**config.mk**
```make
export PLATFORM = sky130hd
export DESIGN_NAME = pits_edge_cell
export DESIGN_NICKNAME = d
export VERILOG_FILES = /design/src/sv/point_in_triangle_search_assert.svh /design/src/sv/pits_pkg.sv /design/src/sv/pits_edge_cell.sv
export SDC_FILE = /design/constraint.sdc
export NUM_CORES = 2
export LEC_CHECK = 0
export BUFFER_PORTS_ARGS = -buffer_cell sky130_fd_sc_hd__buf_4
export CORE_MARGIN = 8
export CORE_UTILIZATION = 45
export CTS_BUF_LIST = sky130_fd_sc_hd__clkbuf_8
export DETAILED_ROUTE_END_ITERATION = 8
export MAX_ROUTING_LAYER = met4
export SYNTH_ARGS = -nofsm -noshare
export SYNTH_HDL_FRONTEND = slang
export SYNTH_SLANG_ARGS = --single-unit
```
**constraint.sdc**
```tcl
create_clock -name clk_i -period 14.6 [get_ports clk_i]
set_input_delay 0.73 -clock clk_i [delete_from_list [all_inputs] [get_ports clk_i]]
set_output_delay 0.73 -clock clk_i [all_outputs]
set_load 0.02 [all_outputs]
```
**src/sv/point_in_triangle_search_assert.svh**
```systemverilog
// Assertion macros for the point-in-triangle search block.
`ifndef POINT_IN_TRIANGLE_SEARCH_ASSERT_SVH
`define POINT_IN_TRIANGLE_SEARCH_ASSERT_SVH

`ifndef SYNTHESIS
`define PITS_ASSERT(lbl, prop) \
  lbl: assert property (@(posedge clk_i) disable iff (!rst_ni) prop) \
    else $error("pits assertion failed");
`define PITS_ASSERT_NEXT(lbl, pre, post) \
  lbl: assert property (@(posedge clk_i) disable iff (!rst_ni) (pre) |=> (post)) \
    else $error("pits assertion failed");
`else
`define PITS_ASSERT(lbl, prop)
`define PITS_ASSERT_NEXT(lbl, pre, post)
`endif

`endif

```
**src/sv/pits_pkg.sv**
```systemverilog
`default_nettype none
package pits_pkg;

  typedef enum logic [1:0] {
    OP_LOAD_VERT = 2'd0,
    OP_LOAD_TRI  = 2'd1,
    OP_QUERY     = 2'd2
  } op_e;

  typedef enum logic [1:0] {
    CFG_MESH_READY = 2'd0,
    CFG_TRI_COUNT  = 2'd1
  } cfg_e;

  typedef enum logic [1:0] {
    ST_IDLE = 2'd0,
    ST_SCAN = 2'd1,
    ST_DONE = 2'd2
  } state_e;

  typedef struct packed {
    logic signed [15:0] x;
    logic signed [15:0] z;
  } vert_t;

  typedef struct packed {
    logic [9:0] a;
    logic [9:0] b;
    logic [9:0] c;
    logic       walk;
  } tri_t;

  typedef struct packed {
    logic        valid;
    logic        walk;
    logic        last;
    logic [10:0] idx;
  } meta_t;

  typedef struct packed {
    logic neg;
    logic pos;
  } flags_t;

endpackage
`default_nettype wire

```
**src/sv/pits_edge_cell.sv**
```systemverilog
`default_nettype none
module pits_edge_cell (
  input  wire logic            clk_i,
  input  wire pits_pkg::vert_t p_i,
  input  wire pits_pkg::vert_t q_i,
  input  wire pits_pkg::vert_t r_i,
  output pits_pkg::flags_t     flags_o
);
  import pits_pkg::*;

  logic signed [16:0] dprx_q, dqrz_q, dqrx_q, dprz_q;
  logic signed [33:0] prod1_q, prod2_q;
  logic signed [34:0] term;
  flags_t             flags_q;

  // edge term (p - r) x (q - r), one stage each for differences, products, sign
  always_ff @(posedge clk_i) begin
    dprx_q <= {p_i.x[15], p_i.x} - {r_i.x[15], r_i.x};
    dqrz_q <= {q_i.z[15], q_i.z} - {r_i.z[15], r_i.z};
    dqrx_q <= {q_i.x[15], q_i.x} - {r_i.x[15], r_i.x};
    dprz_q <= {p_i.z[15], p_i.z} - {r_i.z[15], r_i.z};
  end

  always_ff @(posedge clk_i) begin
    prod1_q <= dprx_q * dqrz_q;
    prod2_q <= dqrx_q * dprz_q;
  end

  assign term = {prod1_q[33], prod1_q} - {prod2_q[33], prod2_q};

  always_ff @(posedge clk_i) begin
    flags_q.neg <= term[34];
    flags_q.pos <= !term[34] && (term != 35'sd0);
  end

  assign flags_o = flags_q;

endmodule
`default_nettype wire
```
== Yosys cells after proc, flatten, opt, wreduce, memory -nomap -nowiden ==
Index checks and enable logic that the tools add are counted.

* $mul: 2
* Add/sub/neg operators: 5
* Reduce and logical (&&, ||, !) cells: 3

{| class="wikitable"
|+ Operator list
! cell !! number
|-
| 17-bit by 17-bit multiplier with 34-bit output || 2
|-
| 16-bit by 16-bit subtractor with 17-bit output || 4
|-
| 35-bit nonzero test || 1
|-
| 34-bit by 34-bit subtractor with 35-bit output || 1
|-
| 1-bit logical AND || 1
|-
| 1-bit zero test || 1
|}

* Register bits: 138
* Logic and storage cells: 18
* Bits of input ports: 97

== Logic depth before layout (Yosys ltp) ==
* Depth in word-level cells: 3
* Mapped depth: 25
* Mapped depth without buffers: 24

== Worst setup path before layout ==
Ideal clock, no wire load.

* Path type: reg2reg
* From: register dprz_q[8]
* To: register prod2_q[32]
* Path buffers: 2
* Data required time: 14.528 ns
* Arrival time: 6.100 ns
* Stages on the path, launching flop included: 24
* Path slack: 8.428 ns
* Path through: dfxtp_1 > clkbuf_1 > clkbuf_1 > nand2_1 > fa_1 > inv_1 > fa_1 > fa_1 > fa_1 > fa_1 > inv_1 > fa_1 > inv_1 > ha_1 > a21o_1 > a21o_1 > a21o_1 > a221oi_1 > nor3b_1 > a21boi_1 > a2111oi_1 > o21bai_1 > a21oi_1 > xnor2_1

* Longest elaborated chain between the ends: 1

{| class="wikitable"
|+ Ends and longest elaborated chain
! what !! line !! source
|-
| from (decl) || pits_edge_cell.sv:11 || <nowiki>logic signed [16:0] dprx_q, dqrz_q, dqrx_q, dprz_q;</nowiki>
|-
| from (signal assigned) || pits_edge_cell.sv:21 || <nowiki>dprz_q <= {p_i.z[15], p_i.z} - {r_i.z[15], r_i.z};</nowiki>
|-
| 17-bit by 17-bit multiplier with 34-bit output || pits_edge_cell.sv:26 || <nowiki>prod2_q <= dqrx_q * dprz_q;</nowiki>
|-
| to (signal assigned) || pits_edge_cell.sv:26 ||
|-
| to (decl) || pits_edge_cell.sv:12 || <nowiki>logic signed [33:0] prod1_q, prod2_q;</nowiki>
|}

No other way between the ends.

== Worst setup path after layout ==
* From: register dprz_q[2]
* To: register prod2_q[32]

Same word-level chain as after synthesis.

==> flow_metrics.env <==
export IMPL_cts_num_sinks=138
export IMPL_rsz0062_at_grt="false"
export IMPL_fillers=6330
export IMPL_cts_resized=0
export IMPL_drtIter0Drc=1186
export IMPL_worstPathMaxFanout=17
export IMPL_startpoint_type="flop"
export IMPL_critical_path_cell_chain="nand2_1 > inv_1 > fa_1 > fa_1 > fa_1 > fa_1 > fa_1 > inv_1 > fa_1 > inv_1 > ha_1 > and2_1 > a221oi_1 > nor3b_1 > a21boi_1 > a2111oi_1 > o21bai_1 > a21oi_1 > xnor2_1"
export IMPL_wire_per_inst_um=18.4
export IMPL_max_freq_mhz=144
export IMPL_layout_commonest_cell="inv_1"
export IMPL_io_pins=99
export IMPL_place_congestion=0.899
export IMPL_post_cts_buffers=0
export IMPL_cts_buffers=17
export IMPL_antenna_cells=0
export IMPL_nets=4170
export IMPL_synth_cell_types=72
export IMPL_start_util_pct=45.3
export IMPL_worstSetupPathType="flop to flop"
export IMPL_maxCapViolCount=0
export IMPL_tightest_slew_ns=0.927
export IMPL_final_layout_size_suffix_gt1_share_pct=4.56
export IMPL_first_pass_iters=5
export IMPL_async_flop_share_pct=0
export IMPL_synth_edff_count=0
export IMPL_core_area_um2=64200
export IMPL_finalMaxSlewViolations=0
export IMPL_postSynthCellCount=3173
export IMPL_port_buffers=98
export IMPL_viasPerCell=5.22
export IMPL_max_stage_delay_ns=0.91
export IMPL_final_cell_area_um2=31000
export IMPL_cts_tree="built"
export IMPL_area_growth_pct=6.63
export IMPL_grt_pass1_wl_mm=124
export IMPL_synth_seq_cells=138
export IMPL_fin_skew_ns=0.0337
export IMPL_grt_util_all_layers_pct=21.7
export IMPL_netlist_area_um2=29100
export IMPL_r2r_start="dprz_q[2]"
export IMPL_layout_common_cells="686 x inv_1, 597 x fa_1, 332 x nand2_1"
export IMPL_synth_avg_cell_area_um2=9.17
export IMPL_period_share_pct=47.5
export IMPL_status="complete, no violations"
export IMPL_die_w_um=270
export IMPL_grt_max_degree=18
export IMPL_setup_viol=0
export IMPL_globalRouteOverflowTotal=0
export IMPL_path_common_cell="fa_1"
export IMPL_synthTopCellsByArea="fa_1 41%, ha_1 12%, dfxtp_1 9.5%, inv_1 8.8%, and2_1 6.4%"
export IMPL_final_core_util_pct=48.3
export IMPL_synthesis_nets=4135
export IMPL_final_setup_tns_ns=0
export IMPL_worstSetupEndpointType="flop"
export IMPL_holdBufCountCts=0
export IMPL_slew_headroom_pct=38.1
export IMPL_fp_dieH_um=270
export IMPL_drc=0
export IMPL_grt_pass1_vias=23400
export IMPL_placed_area_um2=30600
export IMPL_clk_pin_slew_ns=0.10
export IMPL_yosys_area_top_type="fa_1"
export IMPL_ant_nets=0
export IMPL_arrival_ns=7.35
export IMPL_row_count=93
export IMPL_hp_start="r_i[0]"
export IMPL_synthDominantCellAreaShare_pct=41.1
export IMPL_routed_wl_mm=75.1
export IMPL_ys_flop_type="dfxtp_1"
export IMPL_cts_htree_levels=4
export IMPL_clk_latency_ns=0.50
export IMPL_yosys_warnings=0
export IMPL_cp_startpoint="dprz_q[2]"
export IMPL_cp_slowest_cell="fa_1"
export IMPL_clockBufferDepth=2
export IMPL_dpl_hpwl_mm=64.3
export IMPL_vias=21300
export IMPL_path_buf_inv=3
export IMPL_antenna_found_initial=0
export IMPL_critPathRequiredTime_ns=15.01
export IMPL_layout_min_cycle_time_ns=6.94
export IMPL_path_delay_family="adder cells"
export IMPL_ys_seq_area_share_pct=9.50
export IMPL_root_buffer="clkbuf_8"
export IMPL_hold_class="input port to flop"
export IMPL_dieArea_um2=73000
export IMPL_hold_violations=0
==> per-stage QoR <==
step | hold WS (ns) | cells | worst slack, ns
floorplan | 0.503 | 3173 | 8.43
global placement | 0.655 | 4044 | 7.91
CTS | 0.458 | 4076 | 7.65
global route | 0.466 | 4076 | 7.21
detailed placement | 0.666 | 4044 | 7.74
finish | 0.497 | 4076 | 7.66
==> kinds of logic (layout without fill, tap and decap cells) <==
family / count (synthesis) / in the layout / synth area share (%)
XOR/XNOR: 128 / 128 / 3.85
AND/OR/NAND/NOR: 921 / 921 / 15.8
AO/OA/AOI/OAI: 344 / 344 / 7.99
buffers and inverters: 769 / 817 / 9.94
multiplexers: 8 / 8 / 0.280
flip-flops: 138 / 138 / 9.50
adder cells (fa/ha/maj): 865 / 865 / 52.6
==> cells in the mapped netlist (3+ instances only) <==
cell	n
or3_1	6
o31a_1	3
a21oi_1	92
o211ai_1	6
and2_1	296
a211o_1	7
a221oi_1	3
nand2b_1	31
a21o_1	46
o31ai_1	7
nor3_1	27
a41o_1	6
nand4_1	8
a31oi_1	12
o21a_1	15
nand2_1	332
inv_1	685
o41a_1	3
o22ai_1	11
nor4_1	7
nor2b_1	27
a21boi_0	9
ha_1	268
buf_2	3
a2111oi_0	3
nor2_1	121
mux2i_1	7
o2111ai_1	5
clkbuf_1	80
a211oi_1	16
xnor2_1	92
nor3b_1	4
o41ai_2	3
o21ai_0	57
o21bai_1	11
a311oi_1	4
or4_1	3
xor2_1	36
nand3_1	24
dfxtp_1	138
nand3b_1	8
and3_1	20
fa_1	597
==> registers in the layout, summed over array words and instances (netlist names) <==
register,flops
dprz_q,17
dprx_q,17
dqrz_q,17
prod2_q,34
dqrx_q,17
flags_o,2
prod1_q,34
==> layout make-up <==
| type | count | area (um^2) | area share, % |
|---|---|---|---|
| Timing Repair Buffer | 100 | 751 | 2.42 |
| Multi-Input combinational cell | 2266 | 23400 | 75.6 |
| Inverter | 685 | 2570 | 8.29 |
| Sequential cell | 138 | 2760 | 8.91 |
| Tap cell | 855 | 1070 | 3.45 |
| Clock buffer | 17 | 234 | 0.754 |
| Clock inverter | 15 | 195 | 0.629 |
==> worst paths after layout <==
check / endpoint / slack (ns) / depth (start not counted)
min reg2reg: flags_o[1] / 0.66 / 3
max: prod2_q[32] / 7.66 / 19
max reg2reg: prod2_q[32] / 7.66 / 19
min: dqrz_q[0] / 0.50 / 3
==> worst register-to-register path, delay by kind of cell, from the launching register on <==
kind / cells / cell delay [ns]
buffers and inverters: 3 / 0.26
adder cells (fa/ha/maj): 7 / 3.81
AO/OA/AOI/OAI: 5 / 1.18
XOR/XNOR: 1 / 0.13
flip-flops: 1 / 0.84
AND/OR/NAND/NOR: 3 / 0.65
==> layer usage <==
layer  vias to the layer above  track usage (%)  wire, um
li1                       9786                -         -
met1                     10900             28.5     33600
met2                       544             35.9     36700
met3                        65             2.89      3450
met4                         0             4.65      1320
met5                         -                -         0
Power is not shown: default switching activity piles up to over one toggle a cycle in this logic, so the estimate is an artifact.
